## src/rtl/core/frp_pkg.sv

```systemverilog
`default_nettype none

package frp_pkg;

  // Field widths of the item channels
  localparam int VA_W      = 20;
  localparam int PA_W      = 18;
  localparam int FRAME_W   = 6;
  localparam int EVP_W     = 8;
  localparam int CNT_W     = 32;
  localparam int OFS_W     = 12;
  localparam int SHIFT_W   = 4;

  // Page size limits (log2 of bytes)
  localparam logic [SHIFT_W-1:0] SHIFT_MIN = 4'd4;
  localparam logic [SHIFT_W-1:0] SHIFT_MAX = 4'd12;

  // Configuration port
  localparam int CFG_IDX_W  = 2;
  localparam int CFG_DATA_W = 9;
  localparam int FRAMES_W   = 7;
  localparam int VPAGES_W   = 9;

  localparam logic [CFG_IDX_W-1:0] REG_PAGE_SHIFT    = 2'd0;
  localparam logic [CFG_IDX_W-1:0] REG_FRAMES_IN_USE = 2'd1;
  localparam logic [CFG_IDX_W-1:0] REG_VIRT_PAGES    = 2'd2;

  localparam logic [SHIFT_W-1:0]  PAGE_SHIFT_RST    = 4'd8;
  localparam logic [FRAMES_W-1:0] FRAMES_IN_USE_RST = 7'd64;
  localparam logic [VPAGES_W-1:0] VIRT_PAGES_RST    = 9'd256;

  // One page table entry: present bit and frame number
  typedef struct packed {
    logic               present;
    logic [FRAME_W-1:0] frame;
  } entry_t;

  // Commands to the resident queue
  typedef struct packed {
    logic rd;
    logic push;
    logic pop;
  } q_cmd_t;

  // One result item
  typedef struct packed {
    logic [PA_W-1:0]    paddr;
    logic               fault;
    logic               evicted;
    logic [EVP_W-1:0]   evicted_page;
    logic [FRAME_W-1:0] frame;
    logic [CNT_W-1:0]   fault_total;
    logic               range_error;
  } res_t;

  typedef enum logic [1:0] {
    ST_IDLE,
    ST_LOOKUP,
    ST_EVICT
  } frp_state_t;

endpackage

`default_nettype wire

```

## src/rtl/core/frp_page_table.sv

```systemverilog
`default_nettype none

module frp_page_table #(
  parameter int MAX_PAGES = 256,
  parameter int PW        = 8
) (
  input  logic              clk,
  input  logic              rst_n,
  input  logic              rd_en,
  input  logic [PW-1:0]     rd_addr,
  input  logic              wr_en,
  input  logic [PW-1:0]     wr_addr,
  input  frp_pkg::entry_t   wr_data,
  output frp_pkg::entry_t   rd_data,
  output logic              ready
);
  import frp_pkg::*;

  entry_t          mem [MAX_PAGES];
  entry_t          rd_data_r;
  logic            clr_busy_r, clr_busy_nxt;
  logic [PW-1:0]   clr_idx_r, clr_idx_nxt;
  logic            mem_we;
  logic [PW-1:0]   mem_waddr;
  entry_t          mem_wdata;

  // Sweep every entry to absent after reset
  always_comb begin
    clr_busy_nxt = clr_busy_r;
    clr_idx_nxt  = clr_idx_r;
    if (clr_busy_r) begin
      clr_idx_nxt = clr_idx_r + PW'(1);
      if (clr_idx_r == PW'(MAX_PAGES - 1)) begin
        clr_busy_nxt = 1'b0;
      end
    end
  end

  always_ff @(posedge clk) begin
    if (!rst_n) begin
      clr_busy_r <= 1'b1;
      clr_idx_r  <= '0;
    end else begin
      clr_busy_r <= clr_busy_nxt;
      clr_idx_r  <= clr_idx_nxt;
    end
  end

  // Steer the write port to the sweep while it runs
  assign mem_we    = clr_busy_r | wr_en;
  assign mem_waddr = clr_busy_r ? clr_idx_r : wr_addr;
  assign mem_wdata = clr_busy_r ? '0 : wr_data;

  always_ff @(posedge clk) begin
    if (mem_we) begin
      mem[mem_waddr] <= mem_wdata;
    end
  end

  always_ff @(posedge clk) begin
    if (rd_en) begin
      rd_data_r <= mem[rd_addr];
    end
  end

  assign rd_data = rd_data_r;
  assign ready   = ~clr_busy_r;

endmodule

`default_nettype wire

```

## src/rtl/core/frp_res_queue.sv

```systemverilog
`default_nettype none

module frp_res_queue #(
  parameter int MAX_FRAMES = 64,
  parameter int PW         = 8,
  parameter int CW         = 7
) (
  input  logic                        clk,
  input  logic                        rst_n,
  input  frp_pkg::q_cmd_t             cmd,
  input  logic [PW-1:0]               push_page,
  input  logic [frp_pkg::FRAME_W-1:0] push_frame,
  output logic [PW-1:0]               head_page,
  output logic [frp_pkg::FRAME_W-1:0] head_frame,
  output logic [CW-1:0]               count
);
  import frp_pkg::*;

  localparam int HW = (MAX_FRAMES > 1) ? $clog2(MAX_FRAMES) : 1;
  localparam int SW = CW + 1;
  localparam int DW = PW + FRAME_W;

  // Each slot holds a resident page and the frame it occupies
  logic [DW-1:0]  mem [MAX_FRAMES];
  logic [DW-1:0]  rd_data_r;
  logic [HW-1:0]  head_r, head_nxt;
  logic [CW-1:0]  count_r, count_nxt;
  logic [SW-1:0]  tail_sum;
  logic [SW-1:0]  tail_wrap;
  logic [HW-1:0]  tail_slot;

  // Place the new page behind the current tail, wrapping once
  assign tail_sum  = SW'(head_r) + SW'(count_r);
  assign tail_wrap = (tail_sum >= SW'(MAX_FRAMES)) ? tail_sum - SW'(MAX_FRAMES) : tail_sum;
  assign tail_slot = tail_wrap[HW-1:0];

  // Advance head on pop, adjust count on push and pop
  always_comb begin
    head_nxt  = head_r;
    count_nxt = count_r;
    if (cmd.pop) begin
      head_nxt = (head_r == HW'(MAX_FRAMES - 1)) ? '0 : head_r + HW'(1);
    end
    if (cmd.push && !cmd.pop) begin
      count_nxt = count_r + CW'(1);
    end else if (!cmd.push && cmd.pop) begin
      count_nxt = count_r - CW'(1);
    end
  end

  always_ff @(posedge clk) begin
    if (!rst_n) begin
      head_r  <= '0;
      count_r <= '0;
    end else begin
      head_r  <= head_nxt;
      count_r <= count_nxt;
    end
  end

  always_ff @(posedge clk) begin
    if (cmd.push) begin
      mem[tail_slot] <= {push_page, push_frame};
    end
  end

  always_ff @(posedge clk) begin
    if (cmd.rd) begin
      rd_data_r <= mem[head_r];
    end
  end

  assign head_page  = rd_data_r[DW-1:FRAME_W];
  assign head_frame = rd_data_r[FRAME_W-1:0];
  assign count      = count_r;

endmodule

`default_nettype wire

```

## src/rtl/core/frp_ctrl.sv

```systemverilog
`default_nettype none

module frp_ctrl #(
  parameter int PW = 8,
  parameter int CW = 7
) (
  input  logic                        clk,
  input  logic                        rst_n,
  input  logic                        in_accept,
  input  logic [frp_pkg::VA_W-1:0]    in_addr,
  input  logic [frp_pkg::SHIFT_W-1:0] shift,
  input  logic [frp_pkg::VA_W-1:0]    page_limit,
  input  logic [CW-1:0]               frame_limit,
  input  logic                        pt_ready,
  input  frp_pkg::entry_t             pt_rd_data,
  input  logic [PW-1:0]               q_head_page,
  input  logic [frp_pkg::FRAME_W-1:0] q_head_frame,
  input  logic [CW-1:0]               q_count,
  input  logic                        out_free,
  output logic                        busy,
  output logic                        pt_rd_en,
  output logic [PW-1:0]               pt_rd_addr,
  output logic                        pt_wr_en,
  output logic [PW-1:0]               pt_wr_addr,
  output frp_pkg::entry_t             pt_wr_data,
  output frp_pkg::q_cmd_t             q_cmd,
  output logic [PW-1:0]               q_push_page,
  output logic [frp_pkg::FRAME_W-1:0] q_push_frame,
  output logic                        res_valid,
  output frp_pkg::res_t               res
);
  import frp_pkg::*;

  frp_state_t         state_r, state_nxt;
  logic [PW-1:0]      page_r, page_nxt;
  logic [OFS_W-1:0]   offset_r, offset_nxt;
  logic               range_r, range_nxt;
  logic [PW-1:0]      victim_r, victim_nxt;
  logic [CNT_W-1:0]   fault_cnt_r, fault_cnt_nxt;

  logic [VA_W-1:0]    page_full;
  logic [VA_W-1:0]    offset_full;
  logic               range_err;
  logic               hit;
  logic               fault;
  logic               evict;
  logic [FRAME_W-1:0] fresh_frame;
  logic [FRAME_W-1:0] frame;
  logic               finish;

  // Split the address into page index and offset
  assign page_full   = in_addr >> shift;
  assign offset_full = in_addr & ~({VA_W{1'b1}} << shift);
  assign range_err   = page_full >= page_limit;

  // Classify the access once the table entry is back
  assign hit         = pt_rd_data.present;
  assign fault       = ~range_r & ~hit;
  assign evict       = fault & (q_count >= frame_limit);
  // Frames handed out always equals the queue fill, so count down from it
  assign fresh_frame = FRAME_W'(frame_limit - CW'(1) - q_count);
  assign frame       = range_r ? '0 :
                       hit     ? pt_rd_data.frame :
                       evict   ? q_head_frame : fresh_frame;
  assign finish      = (state_r == ST_LOOKUP) & out_free;

  // Next state
  always_comb begin
    state_nxt = state_r;
    case (state_r)
      ST_IDLE: begin
        if (in_accept) state_nxt = ST_LOOKUP;
      end
      ST_LOOKUP: begin
        if (out_free) state_nxt = evict ? ST_EVICT : ST_IDLE;
      end
      ST_EVICT: begin
        state_nxt = ST_IDLE;
      end
      default: begin
        state_nxt = ST_IDLE;
      end
    endcase
  end

  // Memory commands and result
  always_comb begin
    pt_rd_en     = 1'b0;
    pt_rd_addr   = page_full[PW-1:0];
    pt_wr_en     = 1'b0;
    pt_wr_addr   = page_r;
    pt_wr_data   = '{present: 1'b1, frame: frame};
    q_cmd        = '{rd: 1'b0, push: 1'b0, pop: 1'b0};
    q_push_page  = page_r;
    q_push_frame = frame;
    res_valid    = 1'b0;
    case (state_r)
      ST_IDLE: begin
        pt_rd_en = in_accept & ~range_err;
        q_cmd.rd = in_accept;
      end
      ST_LOOKUP: begin
        res_valid  = out_free;
        pt_wr_en   = out_free & fault;
        q_cmd.push = out_free & fault;
        q_cmd.pop  = out_free & evict;
      end
      ST_EVICT: begin
        pt_wr_en   = 1'b1;
        pt_wr_addr = victim_r;
        pt_wr_data = '0;
      end
      default: begin
        res_valid = 1'b0;
      end
    endcase
  end

  assign res.paddr        = range_r ? '0 : ((PA_W'(frame) << shift) | PA_W'(offset_r));
  assign res.fault        = fault;
  assign res.evicted      = evict;
  assign res.evicted_page = evict ? EVP_W'(q_head_page) : '0;
  assign res.frame        = frame;
  assign res.fault_total  = fault ? fault_cnt_r + CNT_W'(1) : fault_cnt_r;
  assign res.range_error  = range_r;

  assign busy = (state_r != ST_IDLE) | ~pt_ready;

  // Capture the item on accept, the victim and the count on completion
  always_comb begin
    page_nxt      = page_r;
    offset_nxt    = offset_r;
    range_nxt     = range_r;
    victim_nxt    = victim_r;
    fault_cnt_nxt = fault_cnt_r;
    if (in_accept) begin
      page_nxt   = page_full[PW-1:0];
      offset_nxt = offset_full[OFS_W-1:0];
      range_nxt  = range_err;
    end
    if (finish) begin
      victim_nxt    = q_head_page;
      fault_cnt_nxt = res.fault_total;
    end
  end

  always_ff @(posedge clk) begin
    if (!rst_n) begin
      state_r     <= ST_IDLE;
      fault_cnt_r <= '0;
    end else begin
      state_r     <= state_nxt;
      fault_cnt_r <= fault_cnt_nxt;
    end
  end

  always_ff @(posedge clk) begin
    page_r   <= page_nxt;
    offset_r <= offset_nxt;
    range_r  <= range_nxt;
    victim_r <= victim_nxt;
  end

endmodule

`default_nettype wire

```

## src/rtl/core/fifo_page_replacement_top.sv

```systemverilog
`default_nettype none

// Channel   Direction  Handshake            Payload
// in_*      in         in_valid / in_stall  in_virt_addr
// out_*     out        out_valid / out_stall out_phys_addr, out_fault, out_evicted,
//                                           out_evicted_page, out_frame,
//                                           out_fault_total, out_range_error
// cfg_*     in         cfg_wr_en            cfg_index, cfg_data
//
// A hit, a range error or a fault on a free frame passes ST_IDLE and ST_LOOKUP; a
// fault that evicts also passes ST_EVICT, which clears the victim through the page
// table's single write port. After reset the page table is swept to absent, with
// in_stall high. A result waits in the output register under out_stall while the
// next item is accepted; the lookup then holds until it frees.
module fifo_page_replacement_top #(
  parameter int MAX_PAGES  = 256,
  parameter int MAX_FRAMES = 64,
  parameter int VADDR_BITS = 20
) (
  input  logic                           clk,
  input  logic                           rst_n,
  input  logic                           in_valid,
  output logic                           in_stall,
  input  logic [frp_pkg::VA_W-1:0]       in_virt_addr,
  output logic                           out_valid,
  input  logic                           out_stall,
  output logic [frp_pkg::PA_W-1:0]       out_phys_addr,
  output logic                           out_fault,
  output logic                           out_evicted,
  output logic [frp_pkg::EVP_W-1:0]      out_evicted_page,
  output logic [frp_pkg::FRAME_W-1:0]    out_frame,
  output logic [frp_pkg::CNT_W-1:0]      out_fault_total,
  output logic                           out_range_error,
  input  logic                           cfg_wr_en,
  input  logic [frp_pkg::CFG_IDX_W-1:0]  cfg_index,
  input  logic [frp_pkg::CFG_DATA_W-1:0] cfg_data
);
  import frp_pkg::*;

  localparam int PW = $clog2(MAX_PAGES);
  localparam int CW = $clog2(MAX_FRAMES + 1);
  localparam int NW = (CW > FRAMES_W) ? CW : FRAMES_W;
  localparam int VB = (VADDR_BITS < VA_W) ? VADDR_BITS : VA_W;
  localparam logic [VA_W-1:0] VMASK = VA_W'((64'd1 << VB) - 64'd1);

  logic [SHIFT_W-1:0]  page_shift_r;
  logic [FRAMES_W-1:0] frames_r;
  logic [VPAGES_W-1:0] vpages_r;

  logic [SHIFT_W-1:0]  eff_shift;
  logic [NW-1:0]       frames_w;
  logic [NW-1:0]       eff_frames_w;
  logic [CW-1:0]       frame_limit;
  logic [VA_W-1:0]     vpages_w;
  logic [VA_W-1:0]     page_limit;

  logic                in_accept;
  logic                busy;
  logic                out_free;
  logic                pt_rd_en;
  logic [PW-1:0]       pt_rd_addr;
  logic                pt_wr_en;
  logic [PW-1:0]       pt_wr_addr;
  entry_t              pt_wr_data;
  entry_t              pt_rd_data;
  logic                pt_ready;
  q_cmd_t              q_cmd;
  logic [PW-1:0]       q_push_page;
  logic [FRAME_W-1:0]  q_push_frame;
  logic [PW-1:0]       q_head_page;
  logic [FRAME_W-1:0]  q_head_frame;
  logic [CW-1:0]       q_count;
  logic                res_valid;
  res_t                res;
  logic                out_valid_r, out_valid_nxt;
  res_t                out_res_r;

  // Configuration registers
  always_ff @(posedge clk) begin
    if (!rst_n) begin
      page_shift_r <= PAGE_SHIFT_RST;
      frames_r     <= FRAMES_IN_USE_RST;
      vpages_r     <= VIRT_PAGES_RST;
    end else if (cfg_wr_en) begin
      case (cfg_index)
        REG_PAGE_SHIFT:    page_shift_r <= cfg_data[SHIFT_W-1:0];
        REG_FRAMES_IN_USE: frames_r     <= cfg_data[FRAMES_W-1:0];
        REG_VIRT_PAGES:    vpages_r     <= cfg_data[VPAGES_W-1:0];
        default: ;
      endcase
    end
  end

  // Clamp the configuration to what the hardware holds
  assign eff_shift    = (page_shift_r < SHIFT_MIN) ? SHIFT_MIN :
                        (page_shift_r > SHIFT_MAX) ? SHIFT_MAX : page_shift_r;
  assign frames_w     = NW'(frames_r);
  assign eff_frames_w = (frames_w == '0) ? NW'(1) :
                        (frames_w > NW'(MAX_FRAMES)) ? NW'(MAX_FRAMES) : frames_w;
  assign frame_limit  = eff_frames_w[CW-1:0];
  assign vpages_w     = VA_W'(vpages_r);
  assign page_limit   = (vpages_w > VA_W'(MAX_PAGES)) ? VA_W'(MAX_PAGES) : vpages_w;

  assign in_stall  = busy;
  assign in_accept = in_valid & ~busy;
  assign out_free  = ~out_valid_r | ~out_stall;

  frp_page_table #(
    .MAX_PAGES (MAX_PAGES),
    .PW        (PW)
  ) u_page_table (
    .clk     (clk),
    .rst_n   (rst_n),
    .rd_en   (pt_rd_en),
    .rd_addr (pt_rd_addr),
    .wr_en   (pt_wr_en),
    .wr_addr (pt_wr_addr),
    .wr_data (pt_wr_data),
    .rd_data (pt_rd_data),
    .ready   (pt_ready)
  );

  frp_res_queue #(
    .MAX_FRAMES (MAX_FRAMES),
    .PW         (PW),
    .CW         (CW)
  ) u_res_queue (
    .clk        (clk),
    .rst_n      (rst_n),
    .cmd        (q_cmd),
    .push_page  (q_push_page),
    .push_frame (q_push_frame),
    .head_page  (q_head_page),
    .head_frame (q_head_frame),
    .count      (q_count)
  );

  frp_ctrl #(
    .PW (PW),
    .CW (CW)
  ) u_ctrl (
    .clk          (clk),
    .rst_n        (rst_n),
    .in_accept    (in_accept),
    .in_addr      (in_virt_addr & VMASK),
    .shift        (eff_shift),
    .page_limit   (page_limit),
    .frame_limit  (frame_limit),
    .pt_ready     (pt_ready),
    .pt_rd_data   (pt_rd_data),
    .q_head_page  (q_head_page),
    .q_head_frame (q_head_frame),
    .q_count      (q_count),
    .out_free     (out_free),
    .busy         (busy),
    .pt_rd_en     (pt_rd_en),
    .pt_rd_addr   (pt_rd_addr),
    .pt_wr_en     (pt_wr_en),
    .pt_wr_addr   (pt_wr_addr),
    .pt_wr_data   (pt_wr_data),
    .q_cmd        (q_cmd),
    .q_push_page  (q_push_page),
    .q_push_frame (q_push_frame),
    .res_valid    (res_valid),
    .res          (res)
  );

  // Output register: load a finished item, drop it once taken
  assign out_valid_nxt = res_valid | (out_valid_r & out_stall);

  always_ff @(posedge clk) begin
    if (!rst_n) begin
      out_valid_r <= 1'b0;
    end else begin
      out_valid_r <= out_valid_nxt;
    end
  end

  always_ff @(posedge clk) begin
    if (res_valid) begin
      out_res_r <= res;
    end
  end

  assign out_valid        = out_valid_r;
  assign out_phys_addr    = out_res_r.paddr;
  assign out_fault        = out_res_r.fault;
  assign out_evicted      = out_res_r.evicted;
  assign out_evicted_page = out_res_r.evicted_page;
  assign out_frame        = out_res_r.frame;
  assign out_fault_total  = out_res_r.fault_total;
  assign out_range_error  = out_res_r.range_error;

  // Checks
  a_clear_stalls: assert property (@(posedge clk) disable iff (!rst_n)
    !pt_ready |-> in_stall)
    else $error("item accepted during page table sweep");

  a_evict_is_fault: assert property (@(posedge clk) disable iff (!rst_n)
    out_valid && out_evicted |-> out_fault && !out_range_error)
    else $error("eviction without a fault");

  a_queue_bound: assert property (@(posedge clk) disable iff (!rst_n)
    q_count <= CW'(MAX_FRAMES))
    else $error("resident queue overfilled");

  a_no_write_on_range: assert property (@(posedge clk) disable iff (!rst_n)
    res_valid && res.range_error |-> !pt_wr_en && !q_cmd.push)
    else $error("out-of-range page changed state");

endmodule

`default_nettype wire
```

## config.mk

```make
export PLATFORM = sky130hd
export DESIGN_NAME = fifo_page_replacement_top
export DESIGN_NICKNAME = d
export VERILOG_FILES = /design/src/rtl/core/frp_pkg.sv /design/src/rtl/core/frp_page_table.sv /design/src/rtl/core/frp_res_queue.sv /design/src/rtl/core/frp_ctrl.sv /design/src/rtl/core/fifo_page_replacement_top.sv
export SDC_FILE = /design/constraint.sdc
export NUM_CORES = 2
export LEC_CHECK = 0
export ABC_CLOCK_PERIOD_IN_PS = 11000
export BUFFER_PORTS_ARGS = -buffer_cell sky130_fd_sc_hd__buf_2
export CAP_MARGIN = 20
export CORE_MARGIN = 2
export CORE_UTILIZATION = 31
export CTS_BUF_LIST = sky130_fd_sc_hd__clkbuf_8 sky130_fd_sc_hd__clkbuf_16
export DETAILED_ROUTE_END_ITERATION = 7
export PLACE_DENSITY_LB_ADDON = 0.05
export SLEW_MARGIN = 20
export SYNTH_ARGS = -nofsm -noshare
export SYNTH_HDL_FRONTEND = slang
export SYNTH_HIERARCHICAL = 1
export SYNTH_SLANG_ARGS = --single-unit
```

## constraint.sdc

```tcl
create_clock -name clk -period 11 [get_ports clk]
set_input_delay 2.2 -clock clk [delete_from_list [all_inputs] [get_ports clk]]
set_output_delay 2.2 -clock clk [all_outputs]
set_load 0.02 [all_outputs]
```

==> results.cfg <==
[status]
status = complete, no violations

[logic_synthesis]
ys_types = 102
ys.flop_type = edfxtp_1
synth_edf_count = 2805
ys_async_sr_fraction_pct = 0
ys_ff_latch = 2882
synthesis.area_um2 = 115000
synthTopCellsByArea = edfxtp_1 (73%), mux4_2 (12%), mux2i_1 (1.9%), dfxtp_1 (1.3%), nor2_1 (1.1%)
synth_largest_area_cell = edfxtp_1
ys_seq_area_share_pct = 74.5
syn_avg_cell_area_um2 = 19.5
synth.top_cell.area_share_pct = 73.2
yosys_warnings = 6
netlist_instances = 5914

[setup_path]
cp-start-kind = register
required_ns = 11.63
reg2reg_depth = 14
cp.arrival_ns = 7.26
end_kind = register
worstSetupPathType = register to register
cp_max_fo = 88

[placed_design]
port-buffer-count = 104
dp_slack_ns = 3.45
post_dp_cell_area_um2 = 122000
hpwl_um = 214000
gp_congestion = 0.768

[routing]
vias_per_cell = 5.10
drc_errors = 0
first_iter_violations = 5052
dr.pass1.iters = 5
via_count = 58200
wl_um = 348000
routedWlPerCell_um = 30.5
ant_nets = 0

[power]
powerDensity_nw_per_um2 = 180
cellLeakagePower_nw = 44.2
power.internal_mw = 18.4
p_sw_share_pct = 23.0
p_sw_mw = 5.50
pwr-share-comb_pct = 5.8
peakVddDrop_uv = 124
clkPwrFrac_pct = 44.5
pwr-share-seq_pct = 49.7

[cts]
worstSkewPairLatency_ns = 0.95
h-tree-depth = 5
clk_path_buf_depth = 4
clkTransAtPathRegs_ns = 0.06
ctsHoldBuffers = 0
cts_buffers = 334
cts_resized = 0
post_cts.repair.setup_buffers = 0
cts_tree = yes
cts_sinks = 2882
clockRootBuffer = clkbuf_16

[finish]
syn2layout_area_growth_pct = 15.3
drive_gt1_share_pct = 24.1
finalInstanceArea_um2 = 133000
fill_cells = 34600
nNetsFinal = 6283

[global_route]
grt_max_degree = 180
grt-ovfl-total = 0
grt_pass1_vias = 60400
antenna_found_initial = 16
grt_first_pass_wirelength_um = 489000
grt_usage_pct = 18.3

[sta]
fin_tns_setup_ns = 0
rsz0062_at_grt = false
slew_violations = 0
layout_min_cycle_time_ns = 6.63
setup_viol = 0
tightest_slew_ns = 1.25
skew_ns = 0.0443
hold_viol = 0
fin_hold_ws_ns = 0.455
maxSlewHeadroom_pct = 16.6
timing.final.crit_share_pct = 60.3
worst_slack_ns = 4.37
fmax_mhz = 151

[run]
drv_cap = 0

[floorplanning]
dieArea_um2 = 376000
die_h_um = 613
core_um2 = 369000
ios = 105
start_util_pct = 31.2
die_w_um = 613
num_rows = 223

[hold_path]
hp-class = register to register
min_delay_path_depth = 2
-- state kept, by name (all words and copies together) (netlist names), 7 cells and up --
signal,flops
out_phys_addr,18
u_res_queue/mem,896
u_page_table/mem,1792
u_res_queue/rd_data_r,14
vpages_r,9
u_ctrl/victim_r,8
u_ctrl/q_push_page,8
u_page_table/clr_idx_r,8
u_res_queue/count,7
u_ctrl/offset_r,12
out_fault_total,32
out_evicted_page,8
u_page_table/rd_data,7
frames_r,7
u_ctrl/fault_cnt_r,32
-- placed cells by master, fill, tap and decap left out, drive strengths merged, types with 63 or more instances in the layout --
cell | netlist | routed
edfxtp | 2805 | 2805
mux4 | 605 | 605
nor2 | 343 | 343
clkbuf | 146 | 337
buf | 206 | 287
mux2i | 224 | 224
nand2 | 214 | 214
clkinv | 3 | 155
inv | 68 | 148
a21oi | 93 | 93
nor3 | 91 | 91
a22oi | 77 | 77
and2 | 77 | 77
dfxtp | 77 | 77
o22ai | 75 | 75
o221ai | 67 | 67
nand3 | 66 | 66
o21ai | 64 | 64
a211oi | 63 | 63
-- path summary, 6_finish.rpt --
path | slack (ns) | startpoint | end
hold reg to reg | 0.45 | vpages_r[2] | vpages_r[2]
setup reg to reg | 4.37 | page_shift_r[3] | u_page_table/rd_data[5]
setup / recovery | 4.37 | page_shift_r[3] | u_page_table/rd_data[5]
hold / removal | 0.45 | vpages_r[2] | vpages_r[2]
-- power by group through the flow --
stage | combinational, mW | clock, mW | sequential [mW]
5_1_grt | 1.48 | 11.4 | 11.9
3_5_place_dp | 1.44 | 0 | 12.1
6_report | 1.40 | 10.6 | 11.9
2_1_floorplan | 0.877 | 0 | 12.1
4_1_cts | 1.44 | 11.0 | 11.9
3_3_place_gp | 1.44 | 0 | 12.1
-- critical path, cell delays in order, from the launching register on --
cell	delay, ns
dfxtp_2	0.33
buf_4	0.46
nand2b_1	0.10
buf_4	0.26
inv_1	0.61
mux4_2	0.42
o21a_1	0.26
inv_8	0.46
buf_12	0.63
mux4_2	0.59
a22o_1	0.21
a221oi_1	0.75
o311ai_0	0.21
nor4_1	0.78
nor4_2	0.12
-- logic make-up after synthesis --
group                      synth area share [%]
AOI/OAI and AO/OA                          4.25
xor gates and xnor gates                  0.578
adders and majority gates                 0.585
buffers and inverters                      1.97
DFF                                        74.5
muxes                                      14.1
other                                   0.00326
and+or+nand+nor                            3.97
-- per-stage QoR --
step	instances	utilization, %	power (mW)
final	11400	35.9	23.9
after global routing	11400	35.9	24.7
after CTS	11400	35.9	24.3
after detailed placement	10800	33.1	13.6
after global placement	10800	33.1	13.6
after floorplan	5924	-	13.0
-- Yosys cell counts (52+ instances only) --
cell type and n:
buf_2 100, nor3_1 88, o21ai_0 57, a21oi_1 92
nand3_1 65, mux4_2 605, o22ai_1 75, nand2_1 214
mux2i_1 224, a211oi_1 59, xnor2_1 52, inv_1 63
dfxtp_1 77, o221ai_1 65, a22oi_1 77, clkbuf_1 145
and2_1 74, edfxtp_1 2805, a22o_1 54, nor2_1 340
-- metal layers --
layer	vias up	GRT usage, %	share of wire (%)
li1	24900	-	-
met1	31700	25.3	45
met2	1211	30.9	49
met3	416	2.10	3.7
met4	0	4.23	2.3
met5	-	0	0
-- layout make-up --
| type | instances | area (µm²) | share of cell area [%] |
|---|---|---|---|
| Antenna cell | 7 | 17.5 | 0.0132 |
| Clock buffer | 337 | 8430 | 6.35 |
| Clock inverter | 262 | 1980 | 1.49 |
| Inverter | 71 | 292 | 0.220 |
| Multi-Input combinational cell | 2619 | 27900 | 21.1 |
| Sequential cell | 2882 | 85800 | 64.6 |
| Tap cell | 4950 | 6190 | 4.67 |
| Timing Repair Buffer | 287 | 2080 | 1.56 |
Power figures use the tool's default switching activity.
